File: src/rtl/gb3_pkg.sv
// ----------------------------------------------------------------------------
// gb3_pkg: shared types and constants of the 3x3 rgb gaussian blur
// Payload structs, item control word, window column, sizes and codes.
// ----------------------------------------------------------------------------
`default_nettype none

package gb3_pkg;

  // frame geometry
  localparam int MAX_WIDTH    = 2048;
  localparam int ADDR_W       = $clog2(MAX_WIDTH);
  localparam int CFG_WIDTH_W  = 12;
  localparam int CFG_HEIGHT_W = 16;
  localparam int CFG_DATA_W   = (CFG_HEIGHT_W > CFG_WIDTH_W) ? CFG_HEIGHT_W : CFG_WIDTH_W;
  localparam int CFG_IDX_W    = 1;
  localparam int ROW_W        = CFG_HEIGHT_W;
  localparam int WEXT_W       = (CFG_WIDTH_W > ADDR_W + 1) ? CFG_WIDTH_W : ADDR_W + 1;

  // register reset values, stored as size minus one
  localparam int WIDTH_RESET  = 640;
  localparam int HEIGHT_RESET = 480;
  localparam int WM1_RESET    = ((WIDTH_RESET > MAX_WIDTH) ? MAX_WIDTH : WIDTH_RESET) - 1;
  localparam int HM1_RESET    = HEIGHT_RESET - 1;

  // pixel layout
  localparam int CHAN_W   = 8;
  localparam int NUM_CHAN = 3;
  localparam int PIX_W    = NUM_CHAN * CHAN_W;
  localparam int CH_BLUE  = 0;
  localparam int CH_GREEN = 1;
  localparam int CH_RED   = 2;

  // kernel sums: column 1-2-1, then row 1-2-1, then divide by 16
  localparam int VSUM_W       = CHAN_W + 2;
  localparam int HSUM_W       = CHAN_W + 4;
  localparam int KERNEL_SHIFT = 4;
  localparam int WIN_COLS     = 3;

  // result queue
  localparam int FIFO_DEPTH = 4;
  localparam int FIFO_PTR_W = $clog2(FIFO_DEPTH);
  localparam int OCC_W      = $clog2(FIFO_DEPTH + 1);

  typedef enum logic [CFG_IDX_W-1:0] {
    REG_IMAGE_WIDTH  = 1'b0,
    REG_IMAGE_HEIGHT = 1'b1
  } cfg_reg_t;

  typedef enum logic {
    OP_PIXEL = 1'b0,
    OP_DRAIN = 1'b1
  } op_t;

  // how the result of an item is formed
  typedef enum logic [1:0] {
    KIND_BLUR      = 2'd0,
    KIND_CENTER    = 2'd1,
    KIND_DRAIN_MID = 2'd2,
    KIND_DRAIN_UP  = 2'd3
  } kind_t;

  typedef struct packed {
    logic              operation;
    logic [CHAN_W-1:0] red;
    logic [CHAN_W-1:0] green;
    logic [CHAN_W-1:0] blue;
  } pixel_in_t;

  typedef struct packed {
    logic [CHAN_W-1:0] out_red;
    logic [CHAN_W-1:0] out_green;
    logic [CHAN_W-1:0] out_blue;
    logic              last_of_frame;
  } pixel_out_t;

  // control word of one accepted item
  typedef struct packed {
    logic              wr;
    logic              emit;
    kind_t             kind;
    logic              last;
    logic [ADDR_W-1:0] addr;
  } item_t;

  // one window column: center pixel and per-channel 1-2-1 column sum
  typedef struct packed {
    logic [PIX_W-1:0]                 mid;
    logic [NUM_CHAN-1:0][VSUM_W-1:0]  vsum;
  } col_t;

  function automatic logic [CHAN_W-1:0] pix_chan(input logic [PIX_W-1:0] px, input int k);
    return px[k*CHAN_W +: CHAN_W];
  endfunction

endpackage

`default_nettype wire

File: src/rtl/gb3_cell.sv
// ----------------------------------------------------------------------------
// gb3_cell: one column of the 3x3 window
// Holds a column and hands it to the next cell on every pixel shift.
// ----------------------------------------------------------------------------
`default_nettype none

module gb3_cell (
  input  logic          clk,
  input  logic          rst,
  input  logic          shift,
  input  gb3_pkg::col_t col_in,
  output gb3_pkg::col_t col
);

  import gb3_pkg::*;

  // column register, cleared by reset
  always_ff @(posedge clk) begin
    if (rst) begin
      col <= '0;
    end else if (shift) begin
      col <= col_in;
    end
  end

endmodule

`default_nettype wire

File: config.mk
export PLATFORM = sky130hd
export DESIGN_NAME = gb3_cell
export DESIGN_NICKNAME = d
export VERILOG_FILES = /design/src/rtl/gb3_pkg.sv /design/src/rtl/gb3_cell.sv
export SDC_FILE = /design/constraint.sdc
export NUM_CORES = 1
export LEC_CHECK = 0
export BUFFER_PORTS_ARGS = -buffer_cell sky130_fd_sc_hd__buf_2
export CORE_ASPECT_RATIO = 1.2
export CORE_MARGIN = 3
export CORE_UTILIZATION = 46
export DETAILED_ROUTE_END_ITERATION = 6
export PLACE_DENSITY_LB_ADDON = 0.05
export SLEW_MARGIN = 30
export SYNTH_ARGS = -nofsm -noshare
export SYNTH_HDL_FRONTEND = slang
export SYNTH_SLANG_ARGS = --single-unit
File: constraint.sdc
create_clock -name clk -period 1.5 [get_ports clk]
set_clock_uncertainty 0.15 [all_clocks]
set_input_delay 0.075 -clock clk [delete_from_list [all_inputs] [get_ports clk]]
set_output_delay 0.075 -clock clk [all_outputs]
set_load 0.1 [all_outputs]
# Yosys cells after proc, flatten, opt, wreduce, memory -nomap -nowiden
# Index checks and enable logic that the tools add are counted.
[totals] in_bits=57 out_inout_bits=54 word_cells=4 register_bits=54

# Longest topological paths before layout
[logic_depth] depth_word=0 mapped_depth=4 depth_no_buf=2

# Worst setup path after synthesis
# OpenSTA, ideal clock, no wires.
[synth_path] path_type="register to register" from="register col[0] (netlist name)" to="register col[0] (netlist bit)" arrival_ns=1.173 path_buffers=0 path_stages_with_launch=3 period_less_slack_ns=1.390 slack_ns=0.110 path_cell_list="dfxtp_1 -> mux2i_1 -> nor2_1"
[synth_lines] element="to (signal assigned)" line="gb3_cell.sv:22" text="col <= col_in;"
[synth_lines] element="to (decl)" line="gb3_cell.sv:12" text="output gb3_pkg::col_t col"

# Final worst setup path
[layout_path] from="register col[32] (netlist bit)" to="output col[32] (netlist bit)"
# No word-level cell between the ends.

==> results.md <==
* Total iterations of the first detailed-routing run at 4
* Gr usage total at 19.9%
* Kind of critical path: reg -> out
* Initial DRC count at 35
* Setup-failing EPs final at 0
* Initial antenna violation count at 0
* Slew @ Worst Pin at 0.520 ns
* Worst Path Required at around 1.3 ns
* Setup TNS at 0 ns
* Io pins at 111
* Final net count at 393
* Largest net degree at the start of global routing at 55
* Die X at 65.6 um
* Layout filler cell count at 289
* I/O Buffers at 110
* Vias in the first global route at 1768
* Fmax at 768 MHz
* RSZ-0062 raised after global routing: no
* Total power draw at 3380 uW
* Count of cell types in the netlist at 7
* R2R Setup Slk at 0.72 ns
* Register name with the most flops: col
* Post-DP HPWL at 2990 um
* Vias at around 1800
* FF-to-FF path depth at 2
* Fin crit period at roughly 1.3 ns
* Status: complete, no violations
* Placeable Area at 4040 um2
* Synth Register Bits at 54
* Worst-case clock buffer depth at 2
* Die height at around 77 um
* Postcts setup bufs at 0
* Family with the most delay on the worst path: buffers and inverters
* Critical path fanouts, max at 2
* Antenna Nets Post-Route at 0
* Max VDD drop at roughly 0.0008 V
* Non-filler cells, final at slightly below 400
* Crit path arrival time at 1.08 ns
* H-tree levels at 2
* Drt wl/cell at 12.6 um
* Clock-pin slew on the worst setup and hold paths at 0.08 ns
* Syn avg cell area at 11.3 um2
* Worst slew margin at 65.5%
* Clk_lat worst skew at roughly 0.29 ns
* Commonest non-fill, non-tap cell in the layout: buf_2
* Placed cell count at 329
* Total congestion overflow at 0
* Post-CTS Resized at 0
* Crit end category: primary output
* Layout cells sized above 1 at 35.1%
* Hold Fails Final Rpt at 0
* Diodes inserted at 0
* TritonCTS Buffers at 5
* Worst flop-to-flop path endpoint: col[38]
* Drt drc at 0
* Clock tree sinks at 54
* Seq/Total Area, Yosys at 55.2%
* CTS tree: yes
* Tcrit/Tclk final at 86.8%
* Placement Rows at 25
* Final GP Congestion at ~0.74
* Total of max-cap violations at 0
* Die Area at approximately 5000 um2
* First-pass GRT wire length at 7970 um
* WP depth at 1
* WP buf/inv at 1
* End of the critical path: col[32]
* R2r startpoint: col[38]
* Clock Tree Root: clkbuf_8
* Pwr per Cell Area at 1090 nW/um2
* Commonest cells after routing, fill and taps aside: 110 x buf_2, 54 x mux2i_1, 54 x nor2_1, 54 x dfxtp_1, 54 x dlygate4sd3_1
* Hold buffer count at cts at 54
* Largest register FFs at 54
* Crit-path slowest cell: buf_2
* Startpoint Class: flop
* Synthesis-to-layout area growth at 57.9%
* Critical-path cell list: buf_2
* Max-slew violation total from the final report at 0
* Critical path startpoint: col[32]
* P_leak at 0.00164 uW
* Worst Hold Class: in -> reg
* Post-Route Utilization at 76.7%
* Mapped cell area at 1960 um2
* Vias per inst at between 4 and 5
* Crit-path max cell delay at about 0.43 ns
* Routed WL at 4920 um
* Syn Inst Count at 174
* Starting Density at 48.6%
* Final hold slack at 0.0989 ns
* Ys Warns at 0
* Largest regs: col x54
* Syn nets at 231
==> where the power goes <==
group          internal [uW]  leakage, uW  switching [uW]
logic                    290      0.00115             797
registers               1520     0.000446            40.8
clock network            322    0.0000383             408
total                   2130      0.00164            1250
==> worst reg2reg max path: cells and delay by family, from the launching register on <==
family | cells | cell delay (ns)
flip-flops | 1 | 0.33
multiplexers | 1 | 0.13
AND/OR/NAND/NOR | 1 | 0.07
==> Yosys cell counts <==
| master | number | area (um2) |
|---|---|---|
| dfxtp_1 | 54 | 1080 |
| mux2i_1 | 54 | 541 |
| nor2_1 | 54 | 203 |
| buf_1 | 5 | 18.8 |
| buf_12 | 5 | 100 |
| buf_6 | 1 | 11.3 |
| clkbuf_2 | 1 | 5.00 |
==> cell families after synthesis <==
group         Yosys count  share of synthesized area (%)
simple gates           54                           10.3
mux                    54                           27.6
flops                  54                           55.2
buf+inv                12                           6.90
==> worst min path at each step <==
stage,depth (start not counted),to,slack (ns),from
6_report,3,col[0],0.1,rst
3_3_place_gp,3,col[11],0.16,col_in[11]
3_5_place_dp,3,col[43],0.17,col_in[43]
4_1_cts,3,col[0],0.09,rst
2_1_floorplan,2,col[0],0.07,col_in[0]
5_1_grt,3,col[17],0.11,rst
==> routing by layer <==
metal	vias to the layer above	wire, um	track usage, %
li1	896	-	-
met1	790	1940	22.2
met4	0	72	5.19
met5	-	0	0
met3	7	361	5.93
met2	68	2540	36.2
==> stage by stage <==
step / worst slack [ns] / area, um2
2_1_floorplan: 0.110 / 1960
3_3_place_gp: 0.406 / 2480
3_5_place_dp: 0.396 / 2480
4_1_cts: 0.180 / 3090
5_1_grt: 0.148 / 3090
6_report: 0.198 / 3090
==> area by class of cell <==
cell class / count / area [um2] / area share (%)
well taps: 54 / 67.6 / 2.18
flip-flops and latches: 54 / 1080 / 34.9
clock buffers: 7 / 76.3 / 2.47
multi-input cells: 108 / 743 / 24.0
repair buffers: 167 / 1130 / 36.4
Power figures use the tool's default switching activity.
