===== src/rtl/gb3_pkg.sv =====
// ----------------------------------------------------------------------------
// gb3_pkg: shared types and constants of the 3x3 rgb gaussian blur
// Payload structs, item control word, window column, sizes and codes.
// ----------------------------------------------------------------------------
`default_nettype none

package gb3_pkg;

  // frame geometry
  localparam int MAX_WIDTH    = 2048;
  localparam int ADDR_W       = $clog2(MAX_WIDTH);
  localparam int CFG_WIDTH_W  = 12;
  localparam int CFG_HEIGHT_W = 16;
  localparam int CFG_DATA_W   = (CFG_HEIGHT_W > CFG_WIDTH_W) ? CFG_HEIGHT_W : CFG_WIDTH_W;
  localparam int CFG_IDX_W    = 1;
  localparam int ROW_W        = CFG_HEIGHT_W;
  localparam int WEXT_W       = (CFG_WIDTH_W > ADDR_W + 1) ? CFG_WIDTH_W : ADDR_W + 1;

  // register reset values, stored as size minus one
  localparam int WIDTH_RESET  = 640;
  localparam int HEIGHT_RESET = 480;
  localparam int WM1_RESET    = ((WIDTH_RESET > MAX_WIDTH) ? MAX_WIDTH : WIDTH_RESET) - 1;
  localparam int HM1_RESET    = HEIGHT_RESET - 1;

  // pixel layout
  localparam int CHAN_W   = 8;
  localparam int NUM_CHAN = 3;
  localparam int PIX_W    = NUM_CHAN * CHAN_W;
  localparam int CH_BLUE  = 0;
  localparam int CH_GREEN = 1;
  localparam int CH_RED   = 2;

  // kernel sums: column 1-2-1, then row 1-2-1, then divide by 16
  localparam int VSUM_W       = CHAN_W + 2;
  localparam int HSUM_W       = CHAN_W + 4;
  localparam int KERNEL_SHIFT = 4;
  localparam int WIN_COLS     = 3;

  // result queue
  localparam int FIFO_DEPTH = 4;
  localparam int FIFO_PTR_W = $clog2(FIFO_DEPTH);
  localparam int OCC_W      = $clog2(FIFO_DEPTH + 1);

  typedef enum logic [CFG_IDX_W-1:0] {
    REG_IMAGE_WIDTH  = 1'b0,
    REG_IMAGE_HEIGHT = 1'b1
  } cfg_reg_t;

  typedef enum logic {
    OP_PIXEL = 1'b0,
    OP_DRAIN = 1'b1
  } op_t;

  // how the result of an item is formed
  typedef enum logic [1:0] {
    KIND_BLUR      = 2'd0,
    KIND_CENTER    = 2'd1,
    KIND_DRAIN_MID = 2'd2,
    KIND_DRAIN_UP  = 2'd3
  } kind_t;

  typedef struct packed {
    logic              operation;
    logic [CHAN_W-1:0] red;
    logic [CHAN_W-1:0] green;
    logic [CHAN_W-1:0] blue;
  } pixel_in_t;

  typedef struct packed {
    logic [CHAN_W-1:0] out_red;
    logic [CHAN_W-1:0] out_green;
    logic [CHAN_W-1:0] out_blue;
    logic              last_of_frame;
  } pixel_out_t;

  // control word of one accepted item
  typedef struct packed {
    logic              wr;
    logic              emit;
    kind_t             kind;
    logic              last;
    logic [ADDR_W-1:0] addr;
  } item_t;

  // one window column: center pixel and per-channel 1-2-1 column sum
  typedef struct packed {
    logic [PIX_W-1:0]                 mid;
    logic [NUM_CHAN-1:0][VSUM_W-1:0]  vsum;
  } col_t;

  function automatic logic [CHAN_W-1:0] pix_chan(input logic [PIX_W-1:0] px, input int k);
    return px[k*CHAN_W +: CHAN_W];
  endfunction

endpackage

`default_nettype wire


===== src/rtl/gb3_fifo.sv =====
// ----------------------------------------------------------------------------
// gb3_fifo: result queue
// Small register queue between the filter pipeline and the result channel.
// ----------------------------------------------------------------------------
`default_nettype none

module gb3_fifo (
  input  logic                clk,
  input  logic                rst,
  input  logic                push,
  input  gb3_pkg::pixel_out_t push_data,
  input  logic                pop,
  output logic                valid,
  output gb3_pkg::pixel_out_t data
);

  import gb3_pkg::*;

  pixel_out_t            mem [FIFO_DEPTH];
  logic [FIFO_PTR_W-1:0] wr_ptr;
  logic [FIFO_PTR_W-1:0] rd_ptr;
  logic [OCC_W-1:0]      count;

  assign valid = (count != '0);
  assign data  = mem[rd_ptr];

  // storage
  always_ff @(posedge clk) begin
    if (push) begin
      mem[wr_ptr] <= push_data;
    end
  end

  // pointers and fill level
  always_ff @(posedge clk) begin
    if (rst) begin
      wr_ptr <= '0;
      rd_ptr <= '0;
      count  <= '0;
    end else begin
      if (push) begin
        wr_ptr <= wr_ptr + FIFO_PTR_W'(1);
      end
      if (pop) begin
        rd_ptr <= rd_ptr + FIFO_PTR_W'(1);
      end
      count <= count + OCC_W'(push) - OCC_W'(pop);
    end
  end

endmodule

`default_nettype wire


===== config.mk =====
export PLATFORM = sky130hd
export DESIGN_NAME = gb3_fifo
export DESIGN_NICKNAME = d
export VERILOG_FILES = /design/src/rtl/gb3_pkg.sv /design/src/rtl/gb3_fifo.sv
export SDC_FILE = /design/constraint.sdc
export NUM_CORES = 1
export LEC_CHECK = 0
export BUFFER_PORTS_ARGS = -buffer_cell sky130_fd_sc_hd__buf_2
export CAP_MARGIN = 15
export CELL_PAD_IN_SITES_DETAIL_PLACEMENT = 0
export CELL_PAD_IN_SITES_GLOBAL_PLACEMENT = 2
export CORE_MARGIN = 3
export CORE_UTILIZATION = 40
export DETAILED_ROUTE_END_ITERATION = 8
export GPL_ROUTABILITY_DRIVEN = 0
export PLACE_DENSITY_LB_ADDON = 0.1
export SYNTH_ARGS = -nofsm -noshare
export SYNTH_HDL_FRONTEND = slang
export SYNTH_SLANG_ARGS = --single-unit

===== constraint.sdc =====
create_clock -name clk -period 2 [get_ports clk]
set_input_delay 0.3 -clock clk [delete_from_list [all_inputs] [get_ports clk]]
set_output_delay 0.3 -clock clk [all_outputs]
set_load 0.02 [all_outputs]

### Yosys cells after proc, flatten, opt, wreduce, memory -nomap -nowiden

Memories as Yosys holds them, arrays and structs flattened. A register that Yosys moved wholly into a read port is not among the register bits.
Cells that the tools add are included.
W data, S select, Z words.

* output and inout bits: 26
* memories kept: 1
* memory bits (writable): 100
* bits in registers: 7
* ROM bits: 0
* bits in latches: 0

Memory list
* mem: depth 4, width 25, rd ports 1, clocked after memory_dff 1, wr ports 1, line gb3_fifo.sv:19 `pixel_out_t mem [FIFO_DEPTH];`

* reduce and logical (&&, ||, !) cells: 1
* $add $sub $neg: 4
* shifts and indexed selects: 0
* bitwise logic cells: 0
* equal/unequal tests: 0
* divide/modulo/power cells: 0
* multiplexer cells: 4
* order comparisons: 0
* multipliers: 0

Operators by type and width (count)
* $add A2 B1 Y2 const B: 2
* $mux W2: 2
* $add A3 B1 Y3: 1
* $reduce_bool A3 Y1: 1
* $sub A3 B1 Y3: 1
* $mux W1: 2

### Depth between registers and ports, before layout

* word-level depth: 3
* depth in mapped cells: 7
* depth with buffers taken out: 7

### Least setup slack after synthesis

OpenSTA, ideal clock, no wires.

* path kind: register to register
* start: register count[0]
* end: register count[2]
* stages on the path, launching flop included: 8
* setup time: 0.064 ns
* arrival: 1.584 ns
* required time: 1.936 ns
* slack: 0.352 ns
* cell sequence: dfxtp_1 -> inv_1 -> ha_1 -> inv_1 -> ha_1 -> fa_1 -> xor3_1 -> nor2_1

* cells in the longest elaborated chain, start to end: 2

Ends and longest elaborated chain
* from (decl): line gb3_fifo.sv:22 `logic [OCC_W-1:0] count;`
* from (signal assigned): line gb3_fifo.sv:47 `count <= count + OCC_W'(push) - OCC_W'(pop);`
* $add A3 B1 Y3: line gb3_fifo.sv:47
* $sub A3 B1 Y3: line gb3_fifo.sv:47

Every way passes these cells.
A chain may end at the register's enable or synchronous reset.

==> flow_summary.json <==
{
  "tns_ns": 0,
  "grt.total_usage": 0.126,
  "syn_nets": 208,
  "path_class": "flip-flop to output port",
  "dp.cells": 365,
  "clock.fmax_mhz": 508,
  "cp_slowest_cell": "mux4_1",
  "layout.cells.non_filler": 381,
  "num_antenna_cells": 0,
  "holdWs_ns": 0.155,
  "path_buf_inv": 2,
  "num_vias": 1821,
  "clock-sinks": 109,
  "ant_nets": 0,
  "die_x_um": 107,
  "cts_made_buffers": 9,
  "path_clk_slew_ns": 0.10,
  "drt_drc_violations_left": 0,
  "dieHeight_um": 107,
  "status": "finished clean",
  "fp.dieArea_um2": 11500,
  "pin_count": 55,
  "avgSynthCellArea_um2": 23.8,
  "syn2layout_area_growth_pct": 16.1,
  "cts_tree": "built",
  "grt_pass1_wl_um": 10600,
  "start_util": 0.414,
  "final_util": 0.481,
  "fin_total_pwr_mw": 4.43,
  "peakVddDrop_uv": 405,
  "ys_seq_area_frac": 0.779,
  "drt_iter0_markers": 85,
  "final_nets": 279,
  "core_area_um2": 9860,
  "worstPathRequired_ns": 1.70,
  "cts_hold_buf": 0,
  "drv_slew": 0,
  "dp_hpwl_um": 4510,
  "overflow": 0,
  "end_kind": "output port",
  "num_rows": 36,
  "grt_max_degree": 19,
  "hp-class": "input pin to flip-flop",
  "yosys_warnings": 0,
  "crit_path_cell_trace": "buf_8 -> mux4_1 -> buf_2",
  "wl_per_cell_um": 17.5,
  "crit_family": "multiplexers",
  "setup_viol": 0,
  "insertion_delay_ns": 0.36,
  "slew-limit-headroom": 0.847,
  "htreeDepth": 3,
  "grt_pass1_vias": 1989,
  "ys_ff_latch": 109,
  "cts_root_buffer": "clkbuf_8",
  "cp_slowest_stage_delay_ns": 0.57,
  "drv_cap": 0,
  "clock_skew_ns": 0.00782,
  "fin_crit_ns": 1.97,
  "cp-start-kind": "flip-flop",
  "syn_inst": 172,
  "clockBufferDepth": 2,
  "drtPass1Iterations": 4,
  "viasPerCell": 4.78,
  "synth_area_um2": 4090,
  "rsz0062_at_grt": "true",
  "p_per_area_nw_per_um2": 935,
  "antenna_found_initial": 0,
  "wl_um": 6680,
  "leakage_nw": 1.64,
  "numPortBuffers": 54,
  "finalCritPeriodShare": 0.984,
  "yosysUniqueCellTypes": 21,
  "crit_arrival_ns": 1.67,
  "final_hold_viol_count": 0,
  "worstMarginPinSlew_ns": 0.229,
  "cp_max_fo": 11,
  "drive_gt1_frac": 0.427
}
-- cell usage in the layout, fill, tap and decap left out --
cell type and count:
edfxtp_1 100, buf_2 54, mux4_2 23, clkbuf_8 9
buf_4 9, dfxtp_1 8, inv_1 6, ha_1 6
nor2_1 5, and2_1 4, mux4_1 2, nor2b_1 2
xnor2_1 2, inv_6 2, clkinvlp_4 2, buf_12 2
or3_1 1, a21bo_2 1, nand3b_1 1, a21oi_1 1
mux2i_1 1, xor3_1 1, fa_1 1, dfxtp_2 1
clkinv_4 1, clkinv_1 1, clkinv_2 1, buf_8 1
-- per-layer routing --
| layer | share of wire | wire length (µm) | GRT usage | up-vias |
|---|---|---|---|---|
| met5 | 0 | 0 | 0 | - |
| met4 | 0.020 | 132 | 0.0511 | 0 |
| met3 | 0.043 | 286 | 0.0271 | 12 |
| met2 | 0.54 | 3600 | 0.220 | 42 |
| met1 | 0.40 | 2670 | 0.153 | 926 |
| li1 | - | - | - | 841 |
-- logic make-up (layout without fill, tap and decap cells) --
group,after synthesis,in the layout,synth area share
muxes,26,26,0.145
xor gates and xnor gates,3,3,0.0101
AOI/OAI and AO/OA,2,2,0.00367
adders and majority gates,7,7,0.0233
DFF,109,109,0.779
buffers and inverters,12,88,0.0217
and+or+nand+nor,13,13,0.0172
-- state kept, by name (all words and copies together), names as in the netlist, named ones only --
name	cells
mem	100
wr_ptr	2
rd_ptr	2
count	3
-- per-stage QoR --
stage                     cell area [µm²]  worst slack [ns]
final                                4740            0.0320
after global routing                 4740           -0.0213
after CTS                            4750          -0.00162
after detailed placement             4570             0.193
after global placement               4570             0.222
after floorplan                      4090             0.352
-- final cells by class --
class	instances	area, µm²
clock buffers	9	124
clock inverters	7	50.0
fillers	807	5120
inverters	6	22.5
multi-input cells	51	802
flip-flops and latches	109	3180
well taps	133	166
repair buffers	66	393
-- power breakdown --
group,leakage (nW),internal [mW],switching [mW]
Combinational,0.561,0.282,0.327
Sequential,0.993,2.61,0.0389
Clock,0.0837,0.458,0.712
Total,1.64,3.35,1.08
-- cells in the mapped netlist --
cell,instances,area share
fa_1,1,0.0049
a21oi_1,1,0.0012
nor2_1,5,0.0046
xor3_1,1,0.0058
or3_1,1,0.0015
a21bo_2,1,0.0025
mux4_1,5,0.032
buf_6,1,0.0028
mux2i_1,1,0.0025
edfxtp_1,100,0.74
xnor2_1,2,0.0043
clkbuf_2,1,0.0012
dfxtp_1,9,0.044
buf_12,2,0.0098
inv_1,6,0.0055
and2_1,4,0.0061
nor2b_1,2,0.0031
mux4_2,20,0.11
ha_1,6,0.018
buf_2,2,0.0025
nand3b_1,1,0.0018
-- what timing repair did --
action	in CTS	in global routing
buffers inserted	0	0
setup endpoints to repair	3	3
resized for setup	3	2
-- worst paths after layout --
check                    end  depth (start not counted)  slack, ns           from
hold reg to reg    rd_ptr[1]                          2       0.55      rd_ptr[1]
setup / recovery     data[2]                          3       0.03      flip-flop
hold / removal    mem[1][18]                          1       0.15  push_data[18]
setup reg to reg    count[2]                          7       0.28       count[0]
Note: power is estimated with default switching activity, not from simulation.
