$ cat src/rtl/gb3_pkg.sv
// ----------------------------------------------------------------------------
// gb3_pkg: shared types and constants of the 3x3 rgb gaussian blur
// Payload structs, item control word, window column, sizes and codes.
// ----------------------------------------------------------------------------
`default_nettype none

package gb3_pkg;

  // frame geometry
  localparam int MAX_WIDTH    = 2048;
  localparam int ADDR_W       = $clog2(MAX_WIDTH);
  localparam int CFG_WIDTH_W  = 12;
  localparam int CFG_HEIGHT_W = 16;
  localparam int CFG_DATA_W   = (CFG_HEIGHT_W > CFG_WIDTH_W) ? CFG_HEIGHT_W : CFG_WIDTH_W;
  localparam int CFG_IDX_W    = 1;
  localparam int ROW_W        = CFG_HEIGHT_W;
  localparam int WEXT_W       = (CFG_WIDTH_W > ADDR_W + 1) ? CFG_WIDTH_W : ADDR_W + 1;

  // register reset values, stored as size minus one
  localparam int WIDTH_RESET  = 640;
  localparam int HEIGHT_RESET = 480;
  localparam int WM1_RESET    = ((WIDTH_RESET > MAX_WIDTH) ? MAX_WIDTH : WIDTH_RESET) - 1;
  localparam int HM1_RESET    = HEIGHT_RESET - 1;

  // pixel layout
  localparam int CHAN_W   = 8;
  localparam int NUM_CHAN = 3;
  localparam int PIX_W    = NUM_CHAN * CHAN_W;
  localparam int CH_BLUE  = 0;
  localparam int CH_GREEN = 1;
  localparam int CH_RED   = 2;

  // kernel sums: column 1-2-1, then row 1-2-1, then divide by 16
  localparam int VSUM_W       = CHAN_W + 2;
  localparam int HSUM_W       = CHAN_W + 4;
  localparam int KERNEL_SHIFT = 4;
  localparam int WIN_COLS     = 3;

  // result queue
  localparam int FIFO_DEPTH = 4;
  localparam int FIFO_PTR_W = $clog2(FIFO_DEPTH);
  localparam int OCC_W      = $clog2(FIFO_DEPTH + 1);

  typedef enum logic [CFG_IDX_W-1:0] {
    REG_IMAGE_WIDTH  = 1'b0,
    REG_IMAGE_HEIGHT = 1'b1
  } cfg_reg_t;

  typedef enum logic {
    OP_PIXEL = 1'b0,
    OP_DRAIN = 1'b1
  } op_t;

  // how the result of an item is formed
  typedef enum logic [1:0] {
    KIND_BLUR      = 2'd0,
    KIND_CENTER    = 2'd1,
    KIND_DRAIN_MID = 2'd2,
    KIND_DRAIN_UP  = 2'd3
  } kind_t;

  typedef struct packed {
    logic              operation;
    logic [CHAN_W-1:0] red;
    logic [CHAN_W-1:0] green;
    logic [CHAN_W-1:0] blue;
  } pixel_in_t;

  typedef struct packed {
    logic [CHAN_W-1:0] out_red;
    logic [CHAN_W-1:0] out_green;
    logic [CHAN_W-1:0] out_blue;
    logic              last_of_frame;
  } pixel_out_t;

  // control word of one accepted item
  typedef struct packed {
    logic              wr;
    logic              emit;
    kind_t             kind;
    logic              last;
    logic [ADDR_W-1:0] addr;
  } item_t;

  // one window column: center pixel and per-channel 1-2-1 column sum
  typedef struct packed {
    logic [PIX_W-1:0]                 mid;
    logic [NUM_CHAN-1:0][VSUM_W-1:0]  vsum;
  } col_t;

  function automatic logic [CHAN_W-1:0] pix_chan(input logic [PIX_W-1:0] px, input int k);
    return px[k*CHAN_W +: CHAN_W];
  endfunction

endpackage

`default_nettype wire

$ cat src/rtl/gb3_seq.sv
// ----------------------------------------------------------------------------
// gb3_seq: frame sequencer
// Size registers, input and output position counters, per-item decisions.
// ----------------------------------------------------------------------------
`default_nettype none

module gb3_seq (
  input  logic                             clk,
  input  logic                             rst,
  input  logic                             cfg_write,
  input  logic [gb3_pkg::CFG_IDX_W-1:0]    cfg_index,
  input  logic [gb3_pkg::CFG_DATA_W-1:0]   cfg_data,
  input  logic                             accept,
  input  logic                             operation,
  output gb3_pkg::item_t                   item
);

  import gb3_pkg::*;

  logic [ADDR_W-1:0] wm1, wm1_next;
  logic [ROW_W-1:0]  hm1, hm1_next;
  logic [ADDR_W-1:0] in_col, in_col_next;
  logic [ROW_W-1:0]  in_row, in_row_next;
  logic [ADDR_W-1:0] out_col, out_col_next;
  logic [ROW_W-1:0]  out_row, out_row_next;
  logic              pixel_phase;
  logic              interior;
  logic              last;
  logic [WEXT_W-1:0] wext;

  // item decisions from the current positions
  always_comb begin
    pixel_phase = (in_row <= hm1);
    interior    = (out_row != '0) && (out_row < hm1) && (out_col != '0) && (out_col < wm1);
    last        = (out_row == hm1) && (out_col == wm1);
    item        = '0;
    item.last   = last;
    item.addr   = in_col;
    if (pixel_phase) begin
      if (operation == OP_PIXEL) begin
        item.wr   = 1'b1;
        item.emit = (in_row >= ROW_W'(2)) || ((in_row == ROW_W'(1)) && (in_col != '0));
        item.kind = interior ? KIND_BLUR : KIND_CENTER;
      end
    end else begin
      item.emit = 1'b1;
      item.addr = out_col;
      item.kind = (out_row >= hm1) ? KIND_DRAIN_MID : KIND_DRAIN_UP;
    end
  end

  // counter and register updates
  always_comb begin
    wext         = WEXT_W'(cfg_data[CFG_WIDTH_W-1:0]);
    wm1_next     = wm1;
    hm1_next     = hm1;
    in_col_next  = in_col;
    in_row_next  = in_row;
    out_col_next = out_col;
    out_row_next = out_row;
    if (cfg_write) begin
      in_col_next  = '0;
      in_row_next  = '0;
      out_col_next = '0;
      out_row_next = '0;
      unique case (cfg_reg_t'(cfg_index))
        REG_IMAGE_WIDTH: begin
          if (wext == '0) begin
            wm1_next = '0;
          end else if (wext > WEXT_W'(MAX_WIDTH)) begin
            wm1_next = ADDR_W'(MAX_WIDTH - 1);
          end else begin
            wm1_next = ADDR_W'(wext - WEXT_W'(1));
          end
        end
        REG_IMAGE_HEIGHT: begin
          if (cfg_data[CFG_HEIGHT_W-1:0] == '0) begin
            hm1_next = '0;
          end else begin
            hm1_next = cfg_data[CFG_HEIGHT_W-1:0] - ROW_W'(1);
          end
        end
      endcase
    end else if (accept) begin
      // input position moves on pixels
      if (item.wr) begin
        if (in_col == wm1) begin
          in_col_next = '0;
          in_row_next = in_row + ROW_W'(1);
        end else begin
          in_col_next = in_col + ADDR_W'(1);
        end
      end
      // output position moves on results, frame end restarts everything
      if (item.emit) begin
        if (last) begin
          in_col_next  = '0;
          in_row_next  = '0;
          out_col_next = '0;
          out_row_next = '0;
        end else if (out_col == wm1) begin
          out_col_next = '0;
          out_row_next = out_row + ROW_W'(1);
        end else begin
          out_col_next = out_col + ADDR_W'(1);
        end
      end
    end
  end

  always_ff @(posedge clk) begin
    if (rst) begin
      wm1     <= ADDR_W'(WM1_RESET);
      hm1     <= ROW_W'(HM1_RESET);
      in_col  <= '0;
      in_row  <= '0;
      out_col <= '0;
      out_row <= '0;
    end else begin
      wm1     <= wm1_next;
      hm1     <= hm1_next;
      in_col  <= in_col_next;
      in_row  <= in_row_next;
      out_col <= out_col_next;
      out_row <= out_row_next;
    end
  end

endmodule

`default_nettype wire

$ cat config.mk
export PLATFORM = sky130hd
export DESIGN_NAME = gb3_seq
export DESIGN_NICKNAME = d
export VERILOG_FILES = /design/src/rtl/gb3_pkg.sv /design/src/rtl/gb3_seq.sv
export SDC_FILE = /design/constraint.sdc
export NUM_CORES = 1
export LEC_CHECK = 0
export ABC_AREA = 0
export BUFFER_PORTS_ARGS = -buffer_cell sky130_fd_sc_hd__buf_2
export CAP_MARGIN = 20
export CORE_ASPECT_RATIO = 0.5
export CORE_MARGIN = 1
export CORE_UTILIZATION = 50
export DETAILED_ROUTE_END_ITERATION = 16
export PLACE_DENSITY = 0.68
export SYNTH_ARGS = -nofsm -noshare
export SYNTH_HDL_FRONTEND = slang
export SYNTH_SLANG_ARGS = --single-unit
$ cat constraint.sdc
create_clock -name clk -period 6.7 [get_ports clk]
set_clock_uncertainty 0.15 [all_clocks]
set_input_delay 1.34 -clock clk [delete_from_list [all_inputs] [get_ports clk]]
set_output_delay 1.34 -clock clk [all_outputs]
set_load 0.01 [all_outputs]
# After elaboration in Yosys (flattened, before gate mapping)
# Index checks and enable logic that the tools add are counted.
[classes] addsub=6 order_cmp=6 n_eq_ne=4 muxes=21 n_bitwise=1 reduce_logical=17
[ops] cell="16-bit two-way mux" n=7
[ops] cell="11-bit two-way mux" n=9
[ops] cell="16-bit by 1-bit adder with 16-bit output, second input constant" n=2
[ops] cell="11-bit by 1-bit adder with 11-bit output, second input constant" n=2
[ops] cell="11-bit == test" n=2
[ops] cell="11-bit nonzero test" n=2
[ops] cell="16-bit by 1-bit == test with 1-bit output, second input constant" n=1
[ops] cell="16-bit == test" n=1
[ops] cell="16-bit >= comparator" n=1
[ops] cell="16-bit by 2-bit >= comparator with 1-bit output, second input constant" n=1
[ops] cell="16-bit <= comparator" n=1
[ops] cell="16-bit logical NOT" n=1
[ops] cell="16-bit < comparator" n=1
[ops] cell="16-bit nonzero test" n=1
[ops] cell="16-bit by 1-bit subtractor with 16-bit output, second input constant" n=1
[ops] cell="12-bit > comparator, second input constant" n=1
[ops] cell="12-bit logical NOT" n=1
[ops] cell="11-bit < comparator" n=1
[ops] cell="11-bit by 1-bit subtractor with 11-bit output, second input constant" n=1
[ops] cell="2-bit AND reduction" n=3
[ops] cell="1-bit logical AND" n=5
[ops] cell="4-bit two-way mux" n=1
[ops] cell="1-bit two-way mux" n=3
[ops] cell="3-bit two-way mux" n=1
[ops] cell="other kinds (5)" n=5
[word_totals] regBits=81 input_bits=22 out_inout_bits=16 elab_cells=61

# Logic depth before layout (Yosys ltp)
[logic_depth] word_depth=10 ltp_mapped=12 depth_no_buf=10

# Least setup slack after synthesis
# OpenSTA, ideal clock, no wires.
[synth_timing] path_type="input to output" from="input port operation" to="output port item[12] (netlist bit)" arrival_time_ps=2283 required_time_ps=5210 path_slack_ps=2927 stages=6 cell_sequence="clkbuf_1 inv_1 nand2_1 inv_1 o41ai_1 o21ai_0"
[synth_lines] item="start, declared" line="gb3_seq.sv:14" text="input logic operation,"
[synth_lines] item="end, declared" line="gb3_seq.sv:15" text="output gb3_pkg::item_t item"

==> impl_metrics.yaml <==
global_routing:
  grt_pass1_vias: 4747
  combined_global_route_utilization_of_all_metal_layers_pct: 27.0
  antenna_violations_before_repair: 0
  grt_pass1_wl_um: 24500
  maximum_number_of_pins_on_one_net_before_global_route_repair: 31
  overflow: 0
timing:
  period_needed_ps: 4520
  setup_violations: 0
  actual_slew_at_the_worst_max_slew_pin_ps: 851
  final.hold.worst_slack_ps: 307
  totalNegativeSetupSlack_ps: 0
  fin_crit_sh_pct: 67.5
  hold_violations: 0
  final.setup.worst_slack_ps: 2180
  timing_max_transition_violations_final: 0
  achievable-frequency_mhz: 221
  rsz0062_at_grt: "no"
  relSlewSlack_pct: 43.0
cts:
  post-cts-setup-buffers: 0
  max-clock-path-buffers: 2
  clk-insertion-delay-late_ps: 340
  tritoncts: "done"
  path_clk_slew_ps: 60
  cts_htree_levels: 3
  cts_made_buffers: 9
  cts_hold_buffers: 0
  cts_root_buffer: "clkbuf_16"
  cts-resized-gates: 0
  cts_num_sinks: 81
route:
  wl_per_cell_um: 17.5
  vias: 5122
  drc_errors: 0
  drt_wl_total_um: 14800
  drt-initial-drc-count: 460
  router_iterations_before_antenna_repair: 5
  via_per_inst: 6.06
  detail-route-antenna-nets: 0
synthesis:
  synth.yosys.seq_area_share_pct: 29.0
  postSynthAreaPerCell_sq_um: 8.19
  syn_nets: 759
  ys.flop_type: "dfxtp_1"
  synth_enable_flop_cells: 0
  synth-async-reset-ratio_pct: 0
  post_synth_instance_area_sq_um: 5600
  synth.ff_latch_count: 81
  yosysUniqueCellTypes: 62
  synthesis.yosys.warnings: 0
  synth_cells: 684
status:
  run_status: "complete, no violations"
critical_path:
  slowest_stage: "a221oi_1"
  regToRegSetupSlack_ps: 3290
  critical_path.reg2reg.startpoint: "hm1[14]$_SDFFE_PP0P_"
  critical-path-max-stage-delay_ps: 450
  rr_endpoint: "out_col[8]$_SDFFE_PP0P_"
  critPathKind: "reg2out"
  cp_cell_sequence: "inv_1 -> ha_1 -> a21oi_1 -> nand2_1 -> a221oi_1 -> a31o_4 -> nand2_1 -> inv_1 -> o41ai_1 -> o21ai_0 -> buf_2"
  r2r.worst_path.cells: 10
  worstPathArrival_ps: 3030
  required_ps: 5210
  critPathLaunch: "hm1[14]$_SDFFE_PP0P_"
  start_kind: "flip-flop"
  timing.critical_path.fanout_max: 24
  termination_of_the_worst_setup_path: "item[12]"
  worst_setup_end_kind: "output pin"
power:
  clock_power_share_pct: 42.6
  cellLeakagePower_nw: 2.40
  int_power_w: 0.000770
  power.density_nw_per_um2: 170
  seqPwrFrac_pct: 48.4
  switchingPower_w: 0.000263
  vdd_ir_drop_max_mv: 0.127
  swShare_pct: 25.5
  combPwrFrac_pct: 9.0
floorplanning:
  initial_utilization_pct: 53.1
  die_height_um: 76.8
  design.die.area_sq_um: 11700
  fp.dieW_um: 152
  core_sq_um: 10500
  ioPinCount: 38
  rows: 26
place:
  detailedPlacementHpwl_um: 11300
  cell_area_reported_after_detailed_placement_sq_um: 5830
  dp_cells: 831
  io_buffer_count: 37
  gp_congestion: 0.927
  post-place-ws_ps: 2600
min_path:
  min_path_type: "reg2reg"
final_layout:
  layout_commonest_cell: "dfxtp_1"
  final_layout_size_suffix_gt1_share_pct: 10.5
  design_area_sq_um: 6080
  finalNetCount: 777
  antenna_cells: 0
  final_cells: 845
  layout_common_cells: "dfxtp_1 (81), ha_1 (53), inv_1 (49), a21oi_1 (48), nand2_1 (46)"
  fillcell_total: 995
  synthToLayoutAreaGrowth_pct: 8.58
job:
  cap_violations: 0
==> sequential cells by signal, summed over array words and instances (netlist names) <==
| register | cells |
|---|---|
| hm1 | 16 |
| out_row | 16 |
| wm1 | 11 |
| out_col | 11 |
| in_col | 11 |
| in_row | 16 |
==> layout make-up <==
type / instances / area, sq um / area share [%]
clock buffers: 10 / 229 / 3.77
repair buffers: 39 / 200 / 3.29
inverters: 50 / 195 / 3.21
well taps: 140 / 175 / 2.88
flip-flops and latches: 81 / 1620 / 26.7
multi-input cells: 521 / 3640 / 59.8
clock inverters: 4 / 22.5 / 0.370
==> metrics by stage <==
step / util, % / total power [W]
2_1_floorplan: - / 0.000570
3_3_place_gp: 55.3 / 0.000600
3_5_place_dp: 55.3 / 0.000602
4_1_cts: 57.7 / 0.00104
5_1_grt: 57.7 / 0.00108
6_report: 57.7 / 0.00103
==> routing by layer <==
layer / part of all wire, % / track usage [%]
met1: 50 / 39.8
met2: 41 / 38.7
met3: 7.1 / 6.85
met4: 1.0 / 6.24
met5: 0 / 0
==> critical path, delay by kind of cell, from the launching register on <==
family	cells	cell delay (ps)
fa+ha+maj	1	330
simple gates	2	250
compound gates	5	1310
flops	1	330
buf+inv	3	460
==> logic make-up after synthesis <==
logic type               Yosys count  share of synthesized area, %
AND/OR/NAND/NOR                  262                          25.4
flip-flops                        81                          29.0
buffers and inverters             82                          6.10
XOR/XNOR                          40                          6.26
multiplexers                       7                          1.39
AO/OA/AOI/OAI                    158                          19.9
adder cells (fa/ha/maj)           54                          12.0
==> cells in the mapped netlist (7+ instances only) <==
library cell / count / area share, %
a21o_1: 7 / 0.94
a21oi_1: 48 / 4.3
a221o_1: 10 / 1.8
a22oi_1: 7 / 0.94
and2_1: 7 / 0.78
and3_1: 13 / 1.5
and4_1: 10 / 1.6
buf_2: 15 / 1.3
clkbuf_1: 15 / 1.0
dfxtp_1: 81 / 29
ha_1: 53 / 12
inv_1: 49 / 3.3
nand2_1: 46 / 3.1
nand3_1: 24 / 2.1
nand4_1: 29 / 3.2
nor2_1: 45 / 3.0
nor3_1: 20 / 1.8
nor4_1: 23 / 2.6
o21ai_0: 31 / 2.8
o31ai_1: 15 / 2.0
or3_1: 13 / 1.5
or4_1: 11 / 1.5
xnor2_1: 29 / 4.5
xor2_1: 11 / 1.7
==> power groups by stage <==
stage | Clock, W | Combinational, W | Sequential (W)
detailed placement | 0 | 0.0000911 | 0.000511
floorplan | 0 | 0.0000624 | 0.000508
global placement | 0 | 0.0000893 | 0.000511
finish | 0.000440 | 0.0000927 | 0.000500
global route | 0.000470 | 0.000104 | 0.000501
CTS | 0.000448 | 0.0000918 | 0.000500
==> worst min path at each step <==
stage                     cells past startpoint           startpoint  slack, ps                  end
final                                         2  hm1[5]$_SDFFE_PP0P_        310  hm1[5]$_SDFFE_PP0P_
after global routing                          2  hm1[5]$_SDFFE_PP0P_        350  hm1[5]$_SDFFE_PP0P_
after CTS                                     2  hm1[5]$_SDFFE_PP0P_        310  hm1[5]$_SDFFE_PP0P_
after detailed placement                      2  hm1[5]$_SDFFE_PP0P_        300  hm1[5]$_SDFFE_PP0P_
after global placement                        2  hm1[5]$_SDFFE_PP0P_        290  hm1[5]$_SDFFE_PP0P_
after floorplan                               2  hm1[5]$_SDFFE_PP0P_        280  hm1[5]$_SDFFE_PP0P_
No activity file was read; power rests on OpenSTA's default activity.
